$ cat src/assert_macros.svh
// Assertion macros shared by the RTL files of the row span block.
// Depends on nothing; take it in with an include of the bare file name.
`ifndef ASSERT_MACROS_SVH
`define ASSERT_MACROS_SVH

// Checked at every clock edge outside reset.
`define ASSERT_RUN(label, clk, rst, prop, msg) \
   label: assert property (@(posedge clk) disable iff (rst) prop) else $error(msg);

// Checked at every clock edge, reset included.
`define ASSERT_ALL(label, clk, prop, msg) \
   label: assert property (@(posedge clk) prop) else $error(msg);

`endif

$ cat src/rrs_pkg.sv
// Package of the rounded rectangle row span block: register indexes
// and reset values of the configuration registers. Depends on nothing.
`default_nettype none

package rrs_pkg;

   localparam int CSR_INDEX_BITS = 2;

   typedef enum logic [CSR_INDEX_BITS-1:0] {
      CSR_RECT_WIDTH    = 2'd0,
      CSR_RECT_HEIGHT   = 2'd1,
      CSR_CORNER_RADIUS = 2'd2
   } csr_index_type;

   localparam int unsigned RST_RECT_WIDTH    = 220;
   localparam int unsigned RST_RECT_HEIGHT   = 44;
   localparam int unsigned RST_CORNER_RADIUS = 352;

endpackage

`default_nettype wire

$ cat src/rrs_front.sv
// First stage: clamps the radius, places the row centre and finds its
// distance into a corner band. Depends on nothing but its ports.
`default_nettype none

module rrs_front #(
   parameter int DIM_BITS  = 12,
   parameter int FRAC_BITS = 4
) (
   input  wire logic                          clock,
   input  wire logic                          reset,
   input  wire logic                          enable,
   input  wire logic                          in_valid,
   input  wire logic [DIM_BITS-1:0]           row_index,
   input  wire logic [DIM_BITS-1:0]           rect_width,
   input  wire logic [DIM_BITS-1:0]           rect_height,
   input  wire logic [DIM_BITS+FRAC_BITS-1:0] corner_radius,
   output logic                               out_valid,
   output logic [DIM_BITS-1:0]                row_ff,
   output logic                               row_valid_ff,
   output logic [DIM_BITS-1:0]                width_ff,
   output logic [DIM_BITS+FRAC_BITS-1:0]      radius_ff,
   output logic [DIM_BITS+FRAC_BITS-1:0]      dist_ff
);

   localparam int RW = DIM_BITS + FRAC_BITS;
   localparam logic [RW-1:0] HALF_UNIT = RW'(1) << (FRAC_BITS - 1);

   logic          valid_ff;
   logic [DIM_BITS-1:0] width_in, height_eff;
   logic [RW-1:0] height_q, half_q, radius_in, centre, lower, dist_raw, dist_in;
   logic          in_top, in_bottom, row_valid_in;

   always_comb begin
      width_in     = (rect_width == '0) ? DIM_BITS'(1) : rect_width;
      height_eff   = (rect_height == '0) ? DIM_BITS'(1) : rect_height;
      height_q     = {height_eff, FRAC_BITS'(0)};
      half_q       = height_q >> 1;
      radius_in    = (corner_radius > half_q) ? half_q : corner_radius;
      centre       = {row_index, FRAC_BITS'(0)} | HALF_UNIT;
      lower        = height_q - radius_in;
      in_top       = centre < radius_in;
      in_bottom    = centre > lower;
      if (in_top) begin
         dist_raw = radius_in - centre;
      end else if (in_bottom) begin
         dist_raw = centre - lower;
      end else begin
         dist_raw = '0;
      end
      dist_in      = (dist_raw > radius_in) ? radius_in : dist_raw;
      row_valid_in = row_index < height_eff;
   end

   always_ff @(posedge clock) begin
      if (reset) begin
         valid_ff <= 1'b0;
      end else if (enable) begin
         valid_ff <= in_valid;
      end
   end

   always_ff @(posedge clock) begin
      if (enable) begin
         row_ff       <= row_index;
         row_valid_ff <= row_valid_in;
         width_ff     <= width_in;
         radius_ff    <= radius_in;
         dist_ff      <= dist_in;
      end
   end

   assign out_valid = valid_ff;

endmodule

`default_nettype wire

$ cat src/rrs_square.sv
// Two stages: squares radius and distance, then forms r*r - d*d.
// Depends on nothing but its ports; side data rides along unchanged.
`default_nettype none

module rrs_square #(
   parameter int RW     = 16,
   parameter int SIDE_W = 41
) (
   input  wire logic              clock,
   input  wire logic              reset,
   input  wire logic              enable,
   input  wire logic              in_valid,
   input  wire logic [RW-1:0]     radius,
   input  wire logic [RW-1:0]     distance,
   input  wire logic [SIDE_W-1:0] in_side,
   output logic                   out_valid,
   output logic [2*RW-1:0]        radicand_ff,
   output logic [SIDE_W-1:0]      out_side
);

   logic [1:0]        valid_ff;
   logic [2*RW-1:0]   rsq_ff, dsq_ff, rsq_in, dsq_in, radicand_in;
   logic [SIDE_W-1:0] side_a_ff, side_b_ff;

   assign rsq_in      = radius * radius;
   assign dsq_in      = distance * distance;
   assign radicand_in = rsq_ff - dsq_ff;

   always_ff @(posedge clock) begin
      if (reset) begin
         valid_ff <= '0;
      end else if (enable) begin
         valid_ff <= {valid_ff[0], in_valid};
      end
   end

   always_ff @(posedge clock) begin
      if (enable) begin
         rsq_ff      <= rsq_in;
         dsq_ff      <= dsq_in;
         side_a_ff   <= in_side;
         radicand_ff <= radicand_in;
         side_b_ff   <= side_a_ff;
      end
   end

   assign out_valid = valid_ff[1];
   assign out_side  = side_b_ff;

endmodule

`default_nettype wire

$ cat src/rrs_isqrt.sv
// Pipelined integer square root, floor of sqrt of a 2*RW bit radicand,
// one result bit per stage. Depends on nothing but its ports.
`default_nettype none

module rrs_isqrt #(
   parameter int RW     = 16,
   parameter int SIDE_W = 41
) (
   input  wire logic              clock,
   input  wire logic              reset,
   input  wire logic              enable,
   input  wire logic              in_valid,
   input  wire logic [2*RW-1:0]   radicand,
   input  wire logic [SIDE_W-1:0] in_side,
   output logic                   out_valid,
   output logic [RW-1:0]          root,
   output logic [SIDE_W-1:0]      out_side
);

   logic [RW-1:0]     valid_ff, valid_in;
   logic [2*RW-1:0]   rad_ff  [RW];
   logic [2*RW-1:0]   rad_in  [RW];
   logic [RW+1:0]     rem_ff  [RW];
   logic [RW+1:0]     rem_in  [RW];
   logic [RW-1:0]     root_ff [RW];
   logic [RW-1:0]     root_in [RW];
   logic [SIDE_W-1:0] side_ff [RW];
   logic [SIDE_W-1:0] side_in [RW];

   for (genvar g = 0; g < RW; g++) begin : g_stage
      logic              v_src;
      logic [2*RW-1:0]   rad_src;
      logic [RW+1:0]     rem_src, rem_sh, trial;
      logic [RW-1:0]     root_src;
      logic [SIDE_W-1:0] side_src;
      logic              fit;

      if (g == 0) begin : g_first
         assign v_src    = in_valid;
         assign rad_src  = radicand;
         assign rem_src  = '0;
         assign root_src = '0;
         assign side_src = in_side;
      end else begin : g_next
         assign v_src    = valid_ff[g-1];
         assign rad_src  = rad_ff[g-1];
         assign rem_src  = rem_ff[g-1];
         assign root_src = root_ff[g-1];
         assign side_src = side_ff[g-1];
      end

      // remainder stays below 2^RW ahead of the shift
      assign rem_sh      = {rem_src[RW-1:0], rad_src[2*RW-1 -: 2]};
      assign trial       = {root_src, 2'b01};
      assign fit         = rem_sh >= trial;
      assign rem_in[g]   = fit ? (rem_sh - trial) : rem_sh;
      assign root_in[g]  = {root_src[RW-2:0], fit};
      assign rad_in[g]   = {rad_src[2*RW-3:0], 2'b00};
      assign side_in[g]  = side_src;
      assign valid_in[g] = v_src;
   end

   always_ff @(posedge clock) begin
      if (reset) begin
         valid_ff <= '0;
      end else if (enable) begin
         valid_ff <= valid_in;
      end
   end

   always_ff @(posedge clock) begin
      if (enable) begin
         for (int k = 0; k < RW; k++) begin
            rad_ff[k]  <= rad_in[k];
            rem_ff[k]  <= rem_in[k];
            root_ff[k] <= root_in[k];
            side_ff[k] <= side_in[k];
         end
      end
   end

   assign out_valid = valid_ff[RW-1];
   assign root      = root_ff[RW-1];
   assign out_side  = side_ff[RW-1];

endmodule

`default_nettype wire

$ cat src/rrs_back.sv
// Last two stages: inset to start column, then span width and the
// output register. Depends on nothing but its ports.
`default_nettype none

module rrs_back #(
   parameter int DIM_BITS  = 12,
   parameter int FRAC_BITS = 4
) (
   input  wire logic                          clock,
   input  wire logic                          reset,
   input  wire logic                          enable,
   input  wire logic                          in_valid,
   input  wire logic [DIM_BITS+FRAC_BITS-1:0] root,
   input  wire logic [DIM_BITS+FRAC_BITS-1:0] radius,
   input  wire logic [DIM_BITS-1:0]           row,
   input  wire logic                          row_valid,
   input  wire logic [DIM_BITS-1:0]           width,
   output logic                               out_valid,
   output logic [DIM_BITS-1:0]                row_number_ff,
   output logic [DIM_BITS-2:0]                span_start_ff,
   output logic [DIM_BITS-1:0]                span_width_ff,
   output logic                               row_valid_ff
);

   localparam int RW = DIM_BITS + FRAC_BITS;

   logic [1:0]          valid_ff;
   logic [RW-1:0]       root_eff, inset, inset_px;
   logic [DIM_BITS-2:0] start_ff, start_in, span_start_in;
   logic [DIM_BITS-1:0] row_a_ff, width_a_ff, twice, span_width_in;
   logic                row_valid_a_ff;

   always_comb begin
      root_eff = (root > radius) ? radius : root;
      inset    = radius - root_eff;
      inset_px = inset >> FRAC_BITS;
      start_in = inset_px[DIM_BITS-2:0];
   end

   always_comb begin
      twice = {start_ff, 1'b0};
      if (!row_valid_a_ff) begin
         span_start_in = '0;
         span_width_in = '0;
      end else begin
         span_start_in = start_ff;
         span_width_in = (twice < width_a_ff) ? (width_a_ff - twice) : DIM_BITS'(1);
      end
   end

   always_ff @(posedge clock) begin
      if (reset) begin
         valid_ff <= '0;
      end else if (enable) begin
         valid_ff <= {valid_ff[0], in_valid};
      end
   end

   always_ff @(posedge clock) begin
      if (enable) begin
         start_ff       <= start_in;
         row_a_ff       <= row;
         width_a_ff     <= width;
         row_valid_a_ff <= row_valid;
         row_number_ff  <= row_a_ff;
         span_start_ff  <= span_start_in;
         span_width_ff  <= span_width_in;
         row_valid_ff   <= row_valid_a_ff;
      end
   end

   assign out_valid = valid_ff[1];

endmodule

`default_nettype wire

$ cat src/rounded_rect_row_spans.sv
// Rounded rectangle row spans: for each row index, the first covered
// column and covered width of that row of a rounded rectangle.
// Depends on rrs_pkg, assert_macros.svh, rrs_front, rrs_square, rrs_isqrt, rrs_back.
//
// Request channel req_* carries a row index, result channel rsp_* the
// echoed row, span start, span width and row_valid. An item moves at a
// clock edge where valid is high and stall is low.
// The pipeline holds one stage of band geometry, two of squaring,
// one per root bit in the square root pipeline and two for the span.
// One row enters every cycle unless the pipeline is frozen.
// When rsp_stall holds a waiting result, the whole pipeline freezes and
// req_stall is raised; nothing is lost or repeated.
// Reset empties the pipeline and loads width 220, height 44 and radius
// 352 (22 pixels). Write csr_* only while no item is in flight; the
// registers are sampled as a row enters.
`default_nettype none

`include "assert_macros.svh"

module rounded_rect_row_spans
   import rrs_pkg::*;
#(
   parameter int DIM_BITS  = 12,
   parameter int FRAC_BITS = 4
) (
   input  wire logic                          clock,
   input  wire logic                          reset,
   input  wire logic                          req_valid,
   output logic                               req_stall,
   input  wire logic [DIM_BITS-1:0]           req_row_index,
   output logic                               rsp_valid,
   input  wire logic                          rsp_stall,
   output logic [DIM_BITS-1:0]                rsp_row_number,
   output logic [DIM_BITS-2:0]                rsp_span_start,
   output logic [DIM_BITS-1:0]                rsp_span_width,
   output logic                               rsp_row_valid,
   input  wire logic                          csr_wr_en,
   input  wire logic [CSR_INDEX_BITS-1:0]     csr_index,
   input  wire logic [DIM_BITS+FRAC_BITS-1:0] csr_wdata
);

   localparam int RW     = DIM_BITS + FRAC_BITS;
   localparam int SIDE_W = 2 * DIM_BITS + RW + 1;

   logic [DIM_BITS-1:0] width_ff, height_ff;
   logic [RW-1:0]       radius_ff;
   logic                advance;

   logic                f_valid, f_row_valid;
   logic [DIM_BITS-1:0] f_row, f_width;
   logic [RW-1:0]       f_radius, f_dist;
   logic [SIDE_W-1:0]   f_side, q_side, s_side;
   logic                q_valid, s_valid;
   logic [2*RW-1:0]     q_radicand;
   logic [RW-1:0]       s_root;
   logic                outside_ok, inside_ok;

   always_ff @(posedge clock) begin
      if (reset) begin
         width_ff  <= DIM_BITS'(RST_RECT_WIDTH);
         height_ff <= DIM_BITS'(RST_RECT_HEIGHT);
         radius_ff <= RW'(RST_CORNER_RADIUS);
      end else if (csr_wr_en) begin
         unique case (csr_index)
            CSR_RECT_WIDTH:    width_ff  <= csr_wdata[DIM_BITS-1:0];
            CSR_RECT_HEIGHT:   height_ff <= csr_wdata[DIM_BITS-1:0];
            CSR_CORNER_RADIUS: radius_ff <= csr_wdata;
            default: ;
         endcase
      end
   end

   assign advance   = !rsp_valid || !rsp_stall;
   assign req_stall = !advance;

   rrs_front #(
      .DIM_BITS  (DIM_BITS),
      .FRAC_BITS (FRAC_BITS)
   ) u_front (
      .clock         (clock),
      .reset         (reset),
      .enable        (advance),
      .in_valid      (req_valid),
      .row_index     (req_row_index),
      .rect_width    (width_ff),
      .rect_height   (height_ff),
      .corner_radius (radius_ff),
      .out_valid     (f_valid),
      .row_ff        (f_row),
      .row_valid_ff  (f_row_valid),
      .width_ff      (f_width),
      .radius_ff     (f_radius),
      .dist_ff       (f_dist)
   );

   assign f_side = {f_row, f_row_valid, f_width, f_radius};

   rrs_square #(
      .RW     (RW),
      .SIDE_W (SIDE_W)
   ) u_square (
      .clock       (clock),
      .reset       (reset),
      .enable      (advance),
      .in_valid    (f_valid),
      .radius      (f_radius),
      .distance    (f_dist),
      .in_side     (f_side),
      .out_valid   (q_valid),
      .radicand_ff (q_radicand),
      .out_side    (q_side)
   );

   rrs_isqrt #(
      .RW     (RW),
      .SIDE_W (SIDE_W)
   ) u_isqrt (
      .clock     (clock),
      .reset     (reset),
      .enable    (advance),
      .in_valid  (q_valid),
      .radicand  (q_radicand),
      .in_side   (q_side),
      .out_valid (s_valid),
      .root      (s_root),
      .out_side  (s_side)
   );

   rrs_back #(
      .DIM_BITS  (DIM_BITS),
      .FRAC_BITS (FRAC_BITS)
   ) u_back (
      .clock         (clock),
      .reset         (reset),
      .enable        (advance),
      .in_valid      (s_valid),
      .root          (s_root),
      .radius        (s_side[RW-1:0]),
      .row           (s_side[SIDE_W-1 -: DIM_BITS]),
      .row_valid     (s_side[RW+DIM_BITS]),
      .width         (s_side[RW +: DIM_BITS]),
      .out_valid     (rsp_valid),
      .row_number_ff (rsp_row_number),
      .span_start_ff (rsp_span_start),
      .span_width_ff (rsp_span_width),
      .row_valid_ff  (rsp_row_valid)
   );

   assign outside_ok = !rsp_valid || rsp_row_valid
                       || (rsp_span_start == '0 && rsp_span_width == '0);
   assign inside_ok  = !rsp_valid || !rsp_row_valid || rsp_span_width != '0;

   `ASSERT_RUN(a_outside_zero, clock, reset, outside_ok, "row outside height carries a span")
   `ASSERT_RUN(a_inside_width, clock, reset, inside_ok, "row inside height has zero width")
   `ASSERT_ALL(a_reset_empty, clock, reset |=> !rsp_valid, "result valid right after reset")

endmodule

`default_nettype wire

$ cat config.mk
export PLATFORM = sky130hd
export DESIGN_NAME = rounded_rect_row_spans
export DESIGN_NICKNAME = d
export VERILOG_FILES = /design/src/rrs_pkg.sv /design/src/rrs_front.sv /design/src/rrs_square.sv /design/src/rrs_isqrt.sv /design/src/rrs_back.sv /design/src/rounded_rect_row_spans.sv
export VERILOG_INCLUDE_DIRS = /design/src /design/src/src
export SDC_FILE = /design/constraint.sdc
export NUM_CORES = 2
export LEC_CHECK = 0
export BUFFER_PORTS_ARGS = -buffer_cell sky130_fd_sc_hd__buf_2
export CAP_MARGIN = 20
export CORE_MARGIN = 2
export CORE_UTILIZATION = 34
export CTS_CLUSTER_DIAMETER = 80
export DETAILED_ROUTE_END_ITERATION = 16
export MAX_ROUTING_LAYER = met4
export PLACE_DENSITY = 0.52
export SLEW_MARGIN = 20
export SYNTH_ARGS = -nofsm -noshare
export SYNTH_HDL_FRONTEND = slang
export SYNTH_SLANG_ARGS = --single-unit
$ cat constraint.sdc
create_clock -name clock -period 45.7 [get_ports clock]
set_input_delay 2.285 -clock clock [delete_from_list [all_inputs] [get_ports clock]]
set_output_delay 2.285 -clock clock [all_outputs]
set_load 0.02 [all_outputs]
==> reports/qor.txt <==
I/O pin total -> 73
Worst Hold Class -> reg2reg
largest net degree at the start of global routing -> 90
post-synth cell types -> 93
slack of the critical path -> 35.85 ns
xor/xnor share of the synthesized area -> 3.00%
Lkg Pwr -> 37.3 nW
Syn Std Cell Area -> 0.0789 mm²
Clock transition at path regs -> 0.06 ns
number of synthesized flops with an enable pin -> 1560
Post-route DRC -> 0
Die Wd -> 486 µm
Place WS -> 35.91 ns
CTS sink count -> 1621
top cell type's share of synthesized area -> 59.4%
Slew HR -> 29.7%
First-pass DRT Iterations -> 5
Final Cycle Share -> 21.5%
gr ovfl total -> 0
Filler cells -> 21.7k
first-pass GRT wire length -> 231 mm
Root Driver -> clkbuf_16
post_cts resized -> 0
fin nets -> 6830
top cells by area, synth -> edfxtp_1 (59%), fa_1 (8.4%), ha_1 (7.8%)
area of the multi-input gates -> 0.0273 mm²
fin. max-slew vios -> 0
Req. time, crit path -> 46.30 ns
HP Start -> u_isqrt.side_ff[0][29]
share of layout cells above drive strength 1 -> 7.83%
Crit. Startpoint -> height_ff[7]
aggregate global-route resource usage -> 12.5%
ys flop type -> edfxtp_1
post-synthesis register bit count -> 1621
CTS tree -> done
initial antenna violation count -> 11
Hold Buf Count CTS -> 0
Setup TNS -> 0 ns
Syn. warnings -> 0
Simple-Gate Fraction of Synth Area -> 7.83%
number of H-tree levels -> 4
CP Class -> reg2reg
# setup viols final -> 0
slowest cell on the critical path -> or4_1
Seq/Total Area, Yosys -> 60.9%
Initial Utilization -> 34.2%
P per Cell Area -> 66.7 mW/mm²
Adder-Cell Fraction of Synth Area -> 16.2%
CTS buffer count -> 175
Power Total -> 5.93 mW
RSZ-0062 raised after global routing -> no
Routed wire per std cell -> 15.6 µm
R2R Setup Slk -> 35.85 ns
Startpoint Class -> register
gpl congestion -> 0.848
Peak VDD IR -> 0.0782 mV
Worst Skew -> 0.0580 ns
run status -> complete, no violations
register area -> 0.0481 mm²
Yosys top cell by area -> edfxtp_1
# port buffers -> 72
largest family of logic cells by synthesized area -> adder cells
vias in the first global route -> 43.6k
Slew @ Worst Pin -> 1.03 ns
Mapped Cells -> 5795
worst skew pair latency -> 0.80 ns
Post-Route WL -> 142 mm
Die Area -> 0.236 mm²
die height -> 486 µm
Setup crit end kind -> register
Largest stage delay, worst path -> 0.60 ns
DRT iter0 DRCs -> 2295
syn_area_per_cell -> 13.6 µm²
Final Hold Fails -> 0
worst r2r src -> height_ff[7]
Routed Antenna Nets -> 0
area delta synth->final -> 12.7%
max-cap violations -> 0
Tmin final -> 9.85 ns
vias per cell -> 4.60
ys async rst share -> 0%
hpwl dp -> 102 mm
fmax -> 102 MHz
CP Max Fanout -> 26
Site Rows -> 176
final core utilization -> 38.6%
post-synthesis compound-gate area fraction -> 6.75%
crit path DAT -> 10.44 ns
multiplexer area fraction after synthesis -> 0.803%
maximum clock insertion buffer count -> 3
setup repair bufs after CTS -> 0
Placeable Area -> 0.230 mm²
Vias -> 42.1k
==> registers in the layout (all words and copies together) (netlist names), 16 cells and up <==
| signal | flops |
|---|---|
| u_square.radicand_ff | 32 |
| u_isqrt.rad_ff | 240 |
| radius_ff | 16 |
| u_isqrt.valid_ff | 16 |
| u_isqrt.side_ff | 656 |
| u_square.dsq_ff | 31 |
| u_square.side_a_ff | 41 |
| u_isqrt.root_ff | 136 |
| u_square.out_side | 41 |
| u_square.rsq_ff | 30 |
| u_isqrt.rem_ff | 224 |
| u_front.radius_ff | 16 |
| u_front.dist_ff | 16 |
==> final timing paths <==
path | end | cells after the start
worst max-delay path | u_front.dist_ff[15] | 35
worst min-delay path | u_isqrt.side_ff[0][70] | 0
worst max register to register | u_front.dist_ff[15] | 35
worst min register to register | u_isqrt.side_ff[0][70] | 0
==> cell families (layout without fill, tap and decap cells) <==
logic type | after synthesis | in the layout
fa+ha+maj | 822 | 822
simple gates | 1265 | 1265
other cells | 2 | 7
flops | 1621 | 1621
xor+xnor | 270 | 270
compound gates | 822 | 822
mux | 59 | 59
buf+inv | 934 | 1256
==> final cells by class <==
type                       instances  area share (%)
sequential                      1621            54.1
multi-input combinational       3242            30.7
clock buffer                     214            5.18
tap                             3026            4.26
inverter                         821            3.47
clock inverter                   109            1.53
timing repair buffer             112           0.750
antenna                            3         0.00845
==> metrics by stage <==
stage	hold WS, ns	std cells	instance area (µm²)
after floorplan	0.400	5797	78900
after global placement	0.400	8822	82900
after detailed placement	0.405	8822	82900
after CTS	0.354	9145	88900
after global routing	0.362	9147	88900
final	0.364	9148	88900
==> per-layer routing <==
layer  vias up  wire [µm]  track usage (%)  part of all wire [%]
li1      20800          -                -                     -
met1     20500      63400             15.4                    45
met5         -          0                -                     0
met2       592      70300             21.0                    49
met3       248       4900             2.11                   3.4
met4         0       3790             3.92                   2.7
==> worst max-delay path: cells and delay by family, from the launching register on <==
kind | cells | cell delay, ns
buf+inv | 2 | 0.51
simple gates | 11 | 3.28
xor+xnor | 1 | 0.10
mux | 1 | 0.50
flops | 1 | 0.48
fa+ha+maj | 4 | 1.23
compound gates | 16 | 3.57
==> layout by cell type (no fill, tap or decap), types with 111 or more instances in the layout <==
cell type and count:
a21oi_1 288, and2_1 122, clkbuf_16 177, edfxtp_1 1560, fa_1 331, ha_1 491, inv_1 818, nand2_1 418
nor2_1 263, o21ai_0 150, xnor2_1 159, xor2_1 111
==> power breakdown <==
group	leakage [nW]	switching (mW)	internal (mW)
Clock	2.89	0.586	0.841
Combinational	17.3	1.26	0.963
Sequential	17.2	0.174	2.10
Total	37.3	2.02	3.90
==> Yosys cell counts, types with 7 or more instances <==
library cell  count
a211o_1           7
a211oi_1         33
a21boi_0         25
a21o_1           58
a21oi_1         288
a31oi_1          15
and2_1          122
and3_1           20
clkbuf_1        106
dfxtp_1          61
edfxtp_1       1560
fa_1            331
ha_1            491
inv_1           818
mux2_2           34
mux2i_1          25
nand2_1         419
nand2b_1         43
nand3_1          55
nand3b_1         16
nand4_1          42
nand4b_1          7
nor2_1          264
nor2b_1          50
nor3_1           90
nor3b_1           9
nor4_1           30
o2111ai_1         9
o211ai_1         12
o21a_1           78
o21ai_0         151
o21bai_1         14
o31a_1           11
o31ai_1          33
o41ai_1           9
or2_2            28
or3_1            27
or4_1            19
xnor2_1         159
xor2_1          111
No activity file was read; power rests on OpenSTA's default activity.
